--- src/design/pic_pkg.sv ---
// Shared types, command and error codes, and a helper of the priority interrupt controller.
package pic_pkg;

   // Every held register is this wide, whatever the line count.
   localparam int REG_WIDTH  = 16;
   localparam int LINE_COUNT = 16;

   // Lines at or above LINE_COUNT are never held.
   localparam logic [REG_WIDTH-1:0] LINE_MASK =
      (LINE_COUNT >= REG_WIDTH) ? {REG_WIDTH{1'b1}} :
      REG_WIDTH'((64'd1 << LINE_COUNT) - 64'd1);

   localparam logic [REG_WIDTH-1:0] NMI_RESET = REG_WIDTH'(1);

   // Command codes
   localparam logic [2:0] CMD_TICK       = 3'd0;
   localparam logic [2:0] CMD_RAISE      = 3'd1;
   localparam logic [2:0] CMD_EOI        = 3'd2;
   localparam logic [2:0] CMD_WR_ENABLE  = 3'd3;
   localparam logic [2:0] CMD_WR_PENDING = 3'd4;
   localparam logic [2:0] CMD_READ       = 3'd5;

   // Error codes
   localparam logic [2:0] ERR_OK           = 3'd0;
   localparam logic [2:0] ERR_EOI_NONE     = 3'd1;
   localparam logic [2:0] ERR_ACK_NONE     = 3'd2;
   localparam logic [2:0] ERR_BAD_CMD      = 3'd3;
   localparam logic [2:0] ERR_RAISE_IN_SVC = 3'd4;

   typedef struct packed {
      logic [2:0]           command;
      logic [3:0]           line_number;
      logic [REG_WIDTH-1:0] write_value;
      logic                 ack_level;
   } req_type;

   typedef struct packed {
      logic [REG_WIDTH-1:0] in_service_bits;
      logic                 request_line;
      logic [2:0]           error_code;
   } rsp_type;

   // Isolate the lowest set bit (highest priority line).
   function automatic logic [REG_WIDTH-1:0] lowest_set(input logic [REG_WIDTH-1:0] v);
      return v & (~v + REG_WIDTH'(1));
   endfunction

endpackage

--- src/design/priority_interrupt_controller_top.sv ---
// Top level of the priority interrupt controller: beat registers, handshake and CSR.
// Fixed-priority interrupt controller for 16 lines (line 0 highest). Each request
// beat is a tick carrying the acknowledge level, a line raise, end-of-interrupt,
// a mask write, a pending write or a read; each one yields exactly one response
// beat with the in-service bits, the request line and an error code, in order.
// Timing: a request beat lands in an input register; when it fires, the state
// update and result are worked out in one pass and written to the response register.
// One beat per cycle is taken sustained while no response is held by rsp_stall;
// the input register keeps taking a beat while a
// finished response is held by rsp_stall, and req_stall rises only when both
// registers are full. The NMI line mask (reset 1) is written through csr_wr_en
// and csr_wr_data and should be changed only when no beat is in flight.
module priority_interrupt_controller_top (
   input  logic                          clock,
   input  logic                          reset,
   // request channel
   input  logic                          req_valid,
   output logic                          req_stall,
   input  pic_pkg::req_type              req_data,
   // response channel
   output logic                          rsp_valid,
   input  logic                          rsp_stall,
   output pic_pkg::rsp_type              rsp_data,
   // configuration
   input  logic                          csr_wr_en,
   input  logic [pic_pkg::REG_WIDTH-1:0] csr_wr_data
);

   logic                          req_valid_ff, req_valid_in;
   pic_pkg::req_type              req_data_ff;
   logic                          rsp_valid_ff, rsp_valid_in;
   pic_pkg::rsp_type              rsp_data_ff;
   logic [pic_pkg::REG_WIDTH-1:0] nmi_ff;
   pic_pkg::rsp_type              result;
   logic                          accept;
   logic                          fire;

   // fire: the held beat is processed and moves into the response register
   assign fire      = req_valid_ff && (!rsp_valid_ff || !rsp_stall);
   assign req_stall = req_valid_ff && !fire;
   assign accept    = req_valid && !req_stall;

   assign req_valid_in = accept || (req_valid_ff && !fire);
   assign rsp_valid_in = fire || (rsp_valid_ff && rsp_stall);

   always_ff @(posedge clock) begin
      if (reset) begin
         req_valid_ff <= 1'b0;
         rsp_valid_ff <= 1'b0;
         nmi_ff       <= pic_pkg::NMI_RESET;
      end else begin
         req_valid_ff <= req_valid_in;
         rsp_valid_ff <= rsp_valid_in;
         if (csr_wr_en) begin
            nmi_ff <= csr_wr_data;
         end
      end
   end

   // payload registers, no reset needed
   always_ff @(posedge clock) begin
      if (accept) begin
         req_data_ff <= req_data;
      end
      if (fire) begin
         rsp_data_ff <= result;
      end
   end

   pic_core u_core (
      .clock     (clock),
      .reset     (reset),
      .fire      (fire),
      .item      (req_data_ff),
      .nmi_lines (nmi_ff),
      .result    (result)
   );

   assign rsp_valid = rsp_valid_ff;
   assign rsp_data  = rsp_data_ff;

endmodule

--- src/design/pic_core.sv ---
// Controller state registers and the single-pass next-state and result logic.
module pic_core (
   input  logic                        clock,
   input  logic                        reset,
   input  logic                        fire,
   input  pic_pkg::req_type            item,
   input  logic [pic_pkg::REG_WIDTH-1:0] nmi_lines,
   output pic_pkg::rsp_type            result
);

   logic [pic_pkg::REG_WIDTH-1:0] pending_ff, pending_in;
   logic [pic_pkg::REG_WIDTH-1:0] enable_ff, enable_in;
   logic [pic_pkg::REG_WIDTH-1:0] service_ff, service_in;
   logic                          ack_prev_ff, ack_prev_in;

   logic [pic_pkg::REG_WIDTH-1:0] nmi_eff;
   logic [pic_pkg::REG_WIDTH-1:0] pick;
   logic [pic_pkg::REG_WIDTH-1:0] line_bit;
   logic                          line_ok;
   logic [2:0]                    err;
   logic                          any_req;
   logic                          nmi_req;

   assign nmi_eff  = nmi_lines & pic_pkg::LINE_MASK;
   assign pick     = pic_pkg::lowest_set(pending_ff & (enable_ff | nmi_eff) & pic_pkg::LINE_MASK);
   assign line_bit = pic_pkg::REG_WIDTH'(1) << item.line_number;
   assign line_ok  = 32'(item.line_number) < pic_pkg::LINE_COUNT;

   always_comb begin
      pending_in  = pending_ff;
      enable_in   = enable_ff;
      service_in  = service_ff;
      ack_prev_in = ack_prev_ff;
      err         = pic_pkg::ERR_OK;
      unique case (item.command)
         pic_pkg::CMD_TICK: begin
            ack_prev_in = item.ack_level;
            // rising acknowledge edge moves the winner to in-service
            if (item.ack_level && !ack_prev_ff) begin
               if (pick == '0) begin
                  err = pic_pkg::ERR_ACK_NONE;
               end else begin
                  service_in = service_ff | pick;
                  pending_in = pending_ff & ~pick;
               end
            end
         end
         pic_pkg::CMD_RAISE: begin
            if (line_ok) begin
               if ((service_ff & line_bit) != '0) begin
                  err = pic_pkg::ERR_RAISE_IN_SVC;
               end else begin
                  pending_in = pending_ff | line_bit;
               end
            end
         end
         pic_pkg::CMD_EOI: begin
            if (service_ff == '0) begin
               err = pic_pkg::ERR_EOI_NONE;
            end else begin
               service_in = service_ff & ~pic_pkg::lowest_set(service_ff);
            end
         end
         pic_pkg::CMD_WR_ENABLE:  enable_in  = item.write_value & pic_pkg::LINE_MASK;
         pic_pkg::CMD_WR_PENDING: pending_in = item.write_value & pic_pkg::LINE_MASK;
         pic_pkg::CMD_READ: ;
         default: err = pic_pkg::ERR_BAD_CMD;
      endcase
   end

   // request output as seen after this beat
   assign any_req = (service_in == '0) &&
                    ((pending_in & (enable_in | nmi_eff) & pic_pkg::LINE_MASK) != '0);
   assign nmi_req = ((service_in & nmi_eff) == '0) && ((pending_in & nmi_eff) != '0);

   assign result.in_service_bits = service_in;
   assign result.request_line    = any_req | nmi_req;
   assign result.error_code      = err;

   always_ff @(posedge clock) begin
      if (reset) begin
         pending_ff  <= '0;
         enable_ff   <= '0;
         service_ff  <= '0;
         ack_prev_ff <= 1'b0;
      end else if (fire) begin
         pending_ff  <= pending_in;
         enable_ff   <= enable_in;
         service_ff  <= service_in;
         ack_prev_ff <= ack_prev_in;
      end
   end

endmodule

--- config.mk ---
export PLATFORM = sky130hd
export DESIGN_NAME = priority_interrupt_controller_top
export DESIGN_NICKNAME = d
export VERILOG_FILES = /design/src/design/pic_pkg.sv /design/src/design/priority_interrupt_controller_top.sv /design/src/design/pic_core.sv
export SDC_FILE = /design/constraint.sdc
export NUM_CORES = 1
export LEC_CHECK = 0
export BUFFER_PORTS_ARGS = -buffer_cell sky130_fd_sc_hd__buf_2
export CAP_MARGIN = 10
export CORE_MARGIN = 1
export CORE_UTILIZATION = 35
export CTS_CLUSTER_DIAMETER = 50
export CTS_CLUSTER_SIZE = 40
export DETAILED_ROUTE_END_ITERATION = 8
export PLACE_DENSITY = 0.52
export SETUP_SLACK_MARGIN = 0.4
export SYNTH_ARGS = -nofsm -noshare
export SYNTH_HDL_FRONTEND = slang
export SYNTH_SLANG_ARGS = --single-unit
--- constraint.sdc ---
create_clock -name clock -period 5.1 [get_ports clock]
set_input_delay 0.765 -clock clock [delete_from_list [all_inputs] [get_ports clock]]
set_output_delay 0.765 -clock clock [all_outputs]
set_load 0.01 [all_outputs]
==> results of run 1 <==
[through the flow]
| stage | instances | util (%) | setup WS [ps] |
|---|---|---|---|
| 5_1_grt | 1007 | 40.85 | 1077 |
| 3_5_place_dp | 991 | 39.06 | 1292 |
| 2_1_floorplan | 730 | - | 2399 |
| 4_1_cts | 1007 | 40.85 | 1276 |
| 6_report | 1007 | 40.85 | 1210 |
| 3_3_place_gp | 991 | 39.06 | 1314 |
[critical path, cell delays in order (launching register included)]
cell	delay [ps]
edfxtp_1	770
buf_4	350
nor3_2	140
buf_4	280
nand4_1	140
nor4_1	510
nor3_1	210
a32oi_1	270
nand4_1	190
or4_1	550
a32o_1	230
[sequential cells by signal, indices dropped and copies added, names as in the netlist]
name / count
req_data_ff: 24
rsp_data: 20
nmi_ff: 16
u_core.enable_ff: 16
u_core.pending_ff: 16
u_core.service_ff: 16
req_valid_ff: 1
rsp_valid: 1
u_core.ack_prev_ff: 1
[worst paths after layout]
check / start / to / depth (start not counted)
max: req_data_ff[23]$_DFFE_PP_ / rsp_data[3]$_DFFE_PP_ / 10
min: u_core.service_ff[2]$_SDFFE_PP0P_ / u_core.service_ff[2]$_SDFFE_PP0P_ / 2
max reg2reg: req_data_ff[23]$_DFFE_PP_ / rsp_data[3]$_DFFE_PP_ / 10
min reg2reg: u_core.service_ff[2]$_SDFFE_PP0P_ / u_core.service_ff[2]$_SDFFE_PP0P_ / 2
[routing by layer]
layer  track usage (%)  share of wire (%)
met3             3.928                5.8
met2             43.23                 46
met5                 0                  0
met1             37.50                 45
met4             9.363                2.5
[logic make-up (layout without fill, tap and decap cells)]
family	after synthesis	after routing	share of synthesized area [%]
compound gates	202	202	23.08
buf+inv	63	115	4.237
mux	26	26	4.177
simple gates	328	328	25.98
flops	111	111	42.53
[power breakdown]
group / switching, mW / internal, mW / leakage [nW]
Combinational: 0.179 / 0.107 / 1.43
Clock: 0.350 / 0.394 / 0.156
Sequential: 0.0714 / 0.965 / 0.975
[final cells by class]
class | instances | area, µm²
fillers | 1769 | 10270
multi-input cells | 556 | 3336
flip-flops and latches | 111 | 2663
repair buffers | 78 | 420.4
well taps | 225 | 281.5
clock buffers | 12 | 277.8
inverters | 21 | 78.83
clock inverters | 4 | 33.78
[cells in the mapped netlist, types with 13 or more instances]
library cell  count  area share [%]
a211oi_1         13             1.6
a21oi_1          49             3.9
clkbuf_1         25             1.5
dfxtp_1          67              21
edfxtp_1         44              21
inv_1            21             1.3
mux2i_1          25             4.0
nand2_1         102             6.1
nand3_1          16             1.3
nor2_1           96             5.8
nor3_1           22             1.8
nor4_1           18             1.8
o21a_1           15             1.8
o21ai_0          24             1.9
==> impl_metrics.env, run 1 <==
export IMPL_status="completed"
export IMPL_post_drt_wl_per_cell_um=23.98
export IMPL_fin_skew_ps=8.771
export IMPL_ys_seq_area_share_pct=42.53
export IMPL_hold_path_class="reg -> reg"
export IMPL_drc_errors=0
export IMPL_first_pass_iters=5
export IMPL_routed_via_density=6.066
export IMPL_path_max_fanout=25
export IMPL_drtIter0Drc=604
export IMPL_p_total_mw=2.066
export IMPL_cts_setup_buffers=0
export IMPL_maxCapViolCount=0
export IMPL_setup_viol=0
export IMPL_numPortBuffers=66
export IMPL_antenna_found_initial=0
export IMPL_synth_warning_count=0
export IMPL_leakage_nw=2.560
export IMPL_min_period_ps=3890
export IMPL_start_kind="register"
export IMPL_drive_above_1_share_pct=16.37
export IMPL_clock_latency_ps=370
export IMPL_fin_tns_setup_ps=0
export IMPL_die_w_um=135.8
export IMPL_overflow=0
export IMPL_syn_to_final_growth_pct=13.25
export IMPL_cts_sinks=111
export IMPL_detail_route_antenna_nets=0
export IMPL_path_clk_slew_ps=80
export IMPL_synth_avg_cell_area_um2=8.577
export IMPL_nets=822
export IMPL_synthArstFlopShare_pct=0
export IMPL_synth_seq_cells=111
export IMPL_grt_pass1_wl_um=36580
export IMPL_cts_resized_gates=0
export IMPL_synth_distinct_cells=78
export IMPL_syn_inst=730
export IMPL_finalInstanceArea_um2=7091
export IMPL_rows=48
export IMPL_wl_um=24150
export IMPL_root_buffer="clkbuf_16"
export IMPL_crit_path_end_kind="register"
export IMPL_max_freq_mhz=257.1
export IMPL_hpwl_um=18150
export IMPL_tritoncts="built"
export IMPL_power_density_nw_per_um2=291.4
export IMPL_core_area_um2=17360
export IMPL_synth_edff_count=44
export IMPL_cp_data_required_time_ps=5230
export IMPL_track_usage_pct=27.21
export IMPL_rsz0062_at_grt="false"
export IMPL_hold_viol_final=0
export IMPL_vias=6108
export IMPL_synth_flop_cell="dfxtp_1"
export IMPL_grt_max_degree=68
export IMPL_io_pins=67
export IMPL_first_global_vias=5741
export IMPL_rrSetupSlack_ps=1210
export IMPL_cp_arrival_ps=4020
export IMPL_die_h_um=135.8
export IMPL_dieArea_um2=18430
export IMPL_fin_crit_sh_pct=76.27
export IMPL_synth_fp_nets=775
export IMPL_tightest_slew_ps=955.3
export IMPL_syn_cell_area_um2=6261
export IMPL_clock_path_buffers=2
export IMPL_ir_worst_vdd_v=0.0001659
export IMPL_worstSetupPathType="reg -> reg"
export IMPL_cts_hold_fix_buffers=0
export IMPL_start_util_pct=36.07
export IMPL_htree_num_levels=3
export IMPL_mostFrequentLayoutCells="nand2_1, nor2_1, dfxtp_1"
export IMPL_whs_ps=476.8
export IMPL_gp_congestion=0.9600
export IMPL_slew_headroom_pct=36.31
export IMPL_numCtsBuffers=9
export IMPL_diodes=0
export IMPL_placed_area_um2=6779
export IMPL_drv_slew=0
export IMPL_layout_cells_most_common="nand2_1"
Note: power is estimated with default switching activity, not from simulation.
==> inputs of run 2 (changes only) <==
PLACE_DENSITY = 0.54   (was 0.52)
clock period = 3.3 ns   (was 5.1 ns; I/O delays follow)
==> run 2 against run 1 <==
Sequential power increased by 51%. First-iteration DRC count shrank 0.66%. Register-to-register slack got worse by 1100 ps. Clock power rose by 55%. Worst hold slack worse by 180 ps. Flip-flop and latch count is the same. Critical path depth decreased by 2. Critical path type unchanged.
==> impl_metrics.env, run 2 (synthesis gave the netlist of run 1 again) <==
export IMPL_status="completed"
export IMPL_fin_skew_ps=12.41
export IMPL_crit_path_end_kind="register"
export IMPL_p_total_mw=3.286
export IMPL_cp_arrival_ps=3290
export IMPL_detail_route_antenna_nets=0
export IMPL_whs_ps=295.2
export IMPL_largest_reg_flops=24
export IMPL_drtIter0Drc=600
export IMPL_min_period_ps=3168
export IMPL_path_buf_inv=0
export IMPL_gp_congestion=0.9848
export IMPL_first_global_vias=5941
export IMPL_first_pass_iters=6
export IMPL_vias=6348
export IMPL_r2r_cells=8
export IMPL_layout_cells_most_common="nand2_1"
export IMPL_routed_via_density=5.861
export IMPL_die_w_um=135.8
export IMPL_slowest_stage="edfxtp_1"
export IMPL_path_clk_slew_ps=80
export IMPL_fin_tns_setup_ps=0
export IMPL_maxCapViolCount=0
export IMPL_htree_num_levels=3
export IMPL_tightest_slew_ps=797.9
export IMPL_p_sw_share_pct=29.04
export IMPL_max_freq_mhz=315.6
export IMPL_rsz0062_at_grt="true"
export IMPL_max_flop_register="req_data_ff"
export IMPL_hpwl_um=18990
export IMPL_die_h_um=135.8
export IMPL_io_pins=67
export IMPL_cp_data_required_time_ps=3420
export IMPL_diodes=0
export IMPL_root_buffer="clkbuf_16"
export IMPL_drv_slew=0
export IMPL_power_density_nw_per_um2=421.7
export IMPL_crit_family="simple AND/OR/NAND/NOR gates"
export IMPL_worstSetupPathType="reg -> reg"
export IMPL_dieArea_um2=18430
export IMPL_nets=898
export IMPL_track_usage_pct=27.63
export IMPL_slew_headroom_pct=45.43
export IMPL_grt_pass1_wl_um=37090
export IMPL_hold_viol_final=0
export IMPL_grt_max_degree=41
export IMPL_wl_um=24800
export IMPL_cts_hold_fix_buffers=0
export IMPL_path_max_fanout=6
export IMPL_clock_path_buffers=2
export IMPL_dp_cells=1054
export IMPL_tritoncts="built"
export IMPL_ir_worst_vdd_v=0.0002451
export IMPL_pwr_share_comb_pct=17.4
export IMPL_core_area_um2=17360
export IMPL_post_drt_wl_per_cell_um=22.90
export IMPL_whs_path_depth=1
export IMPL_syn_to_final_growth_pct=24.46
export IMPL_seqPwrFrac_pct=47.7
export IMPL_numPortBuffers=66
export IMPL_finalNonFillerCells=1083
export IMPL_critPathMaxStageDelay_ps=530
export IMPL_overflow=0
export IMPL_setup_viol=0
export IMPL_switching_power_mw=0.9543
export IMPL_antenna_found_initial=0
export IMPL_mostFrequentLayoutCells="nand2_1, nor2_1, buf_4"
export IMPL_start_kind="register"
export IMPL_clock_latency_ps=370
export IMPL_fin_crit_sh_pct=96.01
export IMPL_p_clk_share_pct=35.0
export IMPL_hold_path_class="in -> reg"
export IMPL_cts_sinks=111
export IMPL_drc_errors=0
export IMPL_cp_depth=8
export IMPL_numCtsBuffers=9
export IMPL_leakage_nw=2.974
export IMPL_rows=48
export IMPL_p_int_mw=2.332
export IMPL_start_util_pct=36.07
export IMPL_path_cells="or3_4 > or3b_4 > nor4_4 > o22a_1 > nand2b_4 > o2111ai_2 > or4_1 > a32o_1"
export IMPL_drive_above_1_share_pct=24.48
==> run 2: changes by cell type in the layout (fill, tap and decap cells not counted), moves of 2 or more <==
cell | previous run | this run
a2111oi_2 | 2 | 0
a2111oi_4 | 0 | 2
buf_12 | 0 | 3
buf_4 | 12 | 84
==> run 2: layout make-up <==
class	instances	area, µm²
multi-input cells	556	3412
repair buffers	154	1046
clock inverters	4	33.78
well taps	225	281.5
flip-flops and latches	111	2663
inverters	21	78.83
fillers	1728	9564
clock buffers	12	277.8
==> run 2: path summary, 6_finish.rpt <==
check        slack [ps]                        startpoint                                to
min                 300                      req_data[10]         req_data_ff[10]$_DFFE_PP_
max                 130         req_data_ff[22]$_DFFE_PP_             rsp_data[3]$_DFFE_PP_
max reg2reg         130         req_data_ff[22]$_DFFE_PP_             rsp_data[3]$_DFFE_PP_
min reg2reg         470  u_core.enable_ff[8]$_SDFFE_PP0P_  u_core.enable_ff[8]$_SDFFE_PP0P_
==> run 2: metrics by stage <==
step / instance area [µm²] / worst slack [ps] / utilization [%]
global route: 7792 / 31.10 / 44.90
floorplan: 6261 / 599.5 / -
finish: 7792 / 131.6 / 44.90
global placement: 7264 / -67.49 / 41.85
CTS: 7641 / 163.0 / 44.02
detailed placement: 7264 / -89.17 / 41.85
==> run 2: timing repair <==
action,in CTS,in global routing
setup endpoints to repair,1,2
setup buffers,5,7
endpoints found under the hold margin,0,0
cloned,0,1
pin swaps,0,1
gates resized for setup,2,9
==> run 2: worst reg2reg max path, delay by kind of cell, from the launching register on <==
family | cells | cell delay [ps]
flip-flops | 1 | 530
AO/OA/AOI/OAI | 3 | 610
AND/OR/NAND/NOR | 5 | 1780
==> run 2: routing by layer <==
layer / global-route usage (%) / part of all wire [%] / vias up
met2: 42.18 / 45 / 314
li1: - / - / 2954
met5: 0 / 0 / -
met3: 4.863 / 7.3 / 53
met1: 38.19 / 45 / 3027
met4: 11.42 / 3.3 / 0
==> run 2: power groups by stage <==
stage,clock [mW],sequential (mW),combinational (mW)
2_1_floorplan,0,1.58,0.302
3_3_place_gp,0,1.60,0.527
3_5_place_dp,0,1.60,0.527
4_1_cts,1.17,1.56,0.542
5_1_grt,1.22,1.58,0.612
6_report,1.15,1.57,0.570
==> inputs of run 3 (changes only) <==
PLACE_DENSITY = 0.52   (was 0.54)
clock period = 3.75 ns   (was 3.3 ns; I/O delays follow)
==> run 3 against run 2 <==
Clock skew fell by 0.51 ps. Via count shrank 1.6%. Power is 16% lower. Setup slack better by 330 ps. Combinational power is 19% lower. Design area down 4.8%. Maximum frequency shrank 3.6%. Wire length increased by 0.75%. Largest cell class unchanged.
==> impl_metrics.env, run 3 (synthesis gave the netlist of run 1 again) <==
export IMPL_status="completed"
export IMPL_r2r_cells=8
export IMPL_layout_cells_most_common="nand2_1"
export IMPL_routed_via_density=5.971
export IMPL_largest_reg_flops=24
export IMPL_drt_met1_wl_um=11430
export IMPL_clock_path_buffers=2
export IMPL_hold_path_class="in -> reg"
export IMPL_die_w_um=135.8
export IMPL_hold_viol_final=0
export IMPL_antenna_found_initial=0
export IMPL_wl_um=24990
export IMPL_top_layer="met4"
export IMPL_detail_route_antenna_nets=0
export IMPL_syn_to_final_growth_pct=18.43
export IMPL_root_buffer="clkbuf_16"
export IMPL_vias=6246
export IMPL_overflow=0
export IMPL_core_area_um2=17360
export IMPL_crit_family="simple AND/OR/NAND/NOR gates"
export IMPL_cp_data_required_time_ps=3860
export IMPL_dieArea_um2=18430
export IMPL_ir_worst_vdd_v=0.0002126
export IMPL_crit_path_end_kind="register"
export IMPL_rrSetupSlack_ps=460
export IMPL_min_from="req_data[11]"
export IMPL_drtIter0Drc=559
export IMPL_numPortBuffers=66
export IMPL_tightest_slew_ps=904.3
export IMPL_whs_path_depth=1
export IMPL_critPathMaxStageDelay_ps=590
export IMPL_dp_cells=1013
export IMPL_nets=861
export IMPL_slowest_stage="or4_1"
export IMPL_die_h_um=135.8
export IMPL_path_buf_inv=0
export IMPL_drc_errors=0
export IMPL_drv_slew=0
export IMPL_htree_num_levels=3
export IMPL_fin_skew_ps=11.90
export IMPL_first_global_vias=5858
export IMPL_power_density_nw_per_um2=371.2
export IMPL_worstSetupPathType="reg -> reg"
export IMPL_mostFrequentLayoutCells="nand2_1, nor2_1, dfxtp_1"
export IMPL_hpwl_um=18920
export IMPL_cp_arrival_ps=3400
export IMPL_hold_end="req_data_ff[11]$_DFFE_PP_"
export IMPL_clock_latency_ps=360
export IMPL_post_drt_wl_per_cell_um=23.89
export IMPL_cts_hold_fix_buffers=0
export IMPL_r2r_start="nmi_ff[0]$_SDFFE_PP1P_"
export IMPL_slew_headroom_pct=39.49
export IMPL_fin_tns_setup_ps=0
export IMPL_path_clk_slew_ps=80
export IMPL_met3_length_um=1526
export IMPL_gp_congestion=0.9592
export IMPL_start_kind="register"
export IMPL_first_pass_iters=7
export IMPL_maxCapViolCount=0
export IMPL_drive_above_1_share_pct=20.83
export IMPL_leakage_nw=2.733
export IMPL_met2_wirelength_um=11170
export IMPL_numCtsBuffers=9
export IMPL_timing_rr_end="rsp_data[3]$_DFFE_PP_"
export IMPL_rsz0062_at_grt="false"
export IMPL_cts_sinks=111
export IMPL_finalNonFillerCells=1046
export IMPL_min_period_ps=3288
export IMPL_diodes=0
export IMPL_max_freq_mhz=304.2
export IMPL_setup_viol=0
export IMPL_fin_crit_sh_pct=87.67
export IMPL_path_cells="o21ai_4 > nand3_4 > o311ai_4 > a21oi_1 > nor4_2 > nand4b_1 > or4_1 > a32o_1"
export IMPL_max_flop_register="req_data_ff"
export IMPL_track_usage_pct=28.16
export IMPL_grt_pass1_wl_um=37840
export IMPL_grt_max_degree=57
export IMPL_tritoncts="built"
export IMPL_start_util_pct=36.07
export IMPL_path_max_fanout=10
export IMPL_critPathLaunch="nmi_ff[0]$_SDFFE_PP1P_"
export IMPL_io_pins=67
export IMPL_rows=48
-- run 3: cell types whose count changed in the layout (fill, tap and decap cells not counted), sizes merged --
cell | previous run | this run
buf | 153 | 117
clkbuf | 13 | 11
clkinv | 2 | 1
clkinvlp | 1 | 2
inv | 22 | 23
-- run 3: how the worst max path moves through the flow --
stage	cells past startpoint	to	slack [ps]
2_1_floorplan	8	rsp_data[3]$_DFFE_PP_	1050
3_3_place_gp	8	rsp_data[3]$_DFFE_PP_	250
3_5_place_dp	7	rsp_data[3]$_DFFE_PP_	250
4_1_cts	8	rsp_data[3]$_DFFE_PP_	410
5_1_grt	8	rsp_data[3]$_DFFE_PP_	410
6_report	8	rsp_data[3]$_DFFE_PP_	460
-- run 3: final cells by class --
class | instances | area (µm²)
Fill cell | 1734 | 9942
Inverter | 21 | 78.83
Sequential cell | 111 | 2663
Multi-Input combinational cell | 556 | 3411
Clock buffer | 11 | 232.7
Timing Repair Buffer | 117 | 713.2
Clock inverter | 5 | 35.03
Tap cell | 225 | 281.5
-- run 3: metal layers --
layer,vias to the layer above,GRT usage (%)
li1,2896,-
met3,54,2.881
met2,292,43.62
met5,-,0
met4,0,11.86
met1,3004,39.63
-- run 3: metrics by stage --
step	worst slack (ps)	cell area (µm²)	utilization (%)	hold WS [ps]	power [mW]
final	462.4	7415	42.72	371.9	2.752
after CTS	412.7	7297	42.04	363.0	2.756
after global placement	254.4	6944	40.01	465.4	1.850
after detailed placement	249.4	6944	40.01	475.6	1.845
after floorplan	1049	6261	-	444.9	1.652
after global routing	414.0	7415	42.72	362.4	2.860
-- run 3: power breakdown --
group	internal [mW]	leakage (nW)	switching, mW
clock network	0.454	0.126	0.449
registers	1.31	0.975	0.0778
logic	0.176	1.63	0.283
total	1.94	2.73	0.810
-- run 3: repair_timing --
action | in CTS | in global routing
pin swaps | 0 | 1
resized for setup | 2 | 9
endpoints found under the setup margin | 1 | 1
setup buffers | 10 | 7
gates cloned | 0 | 0
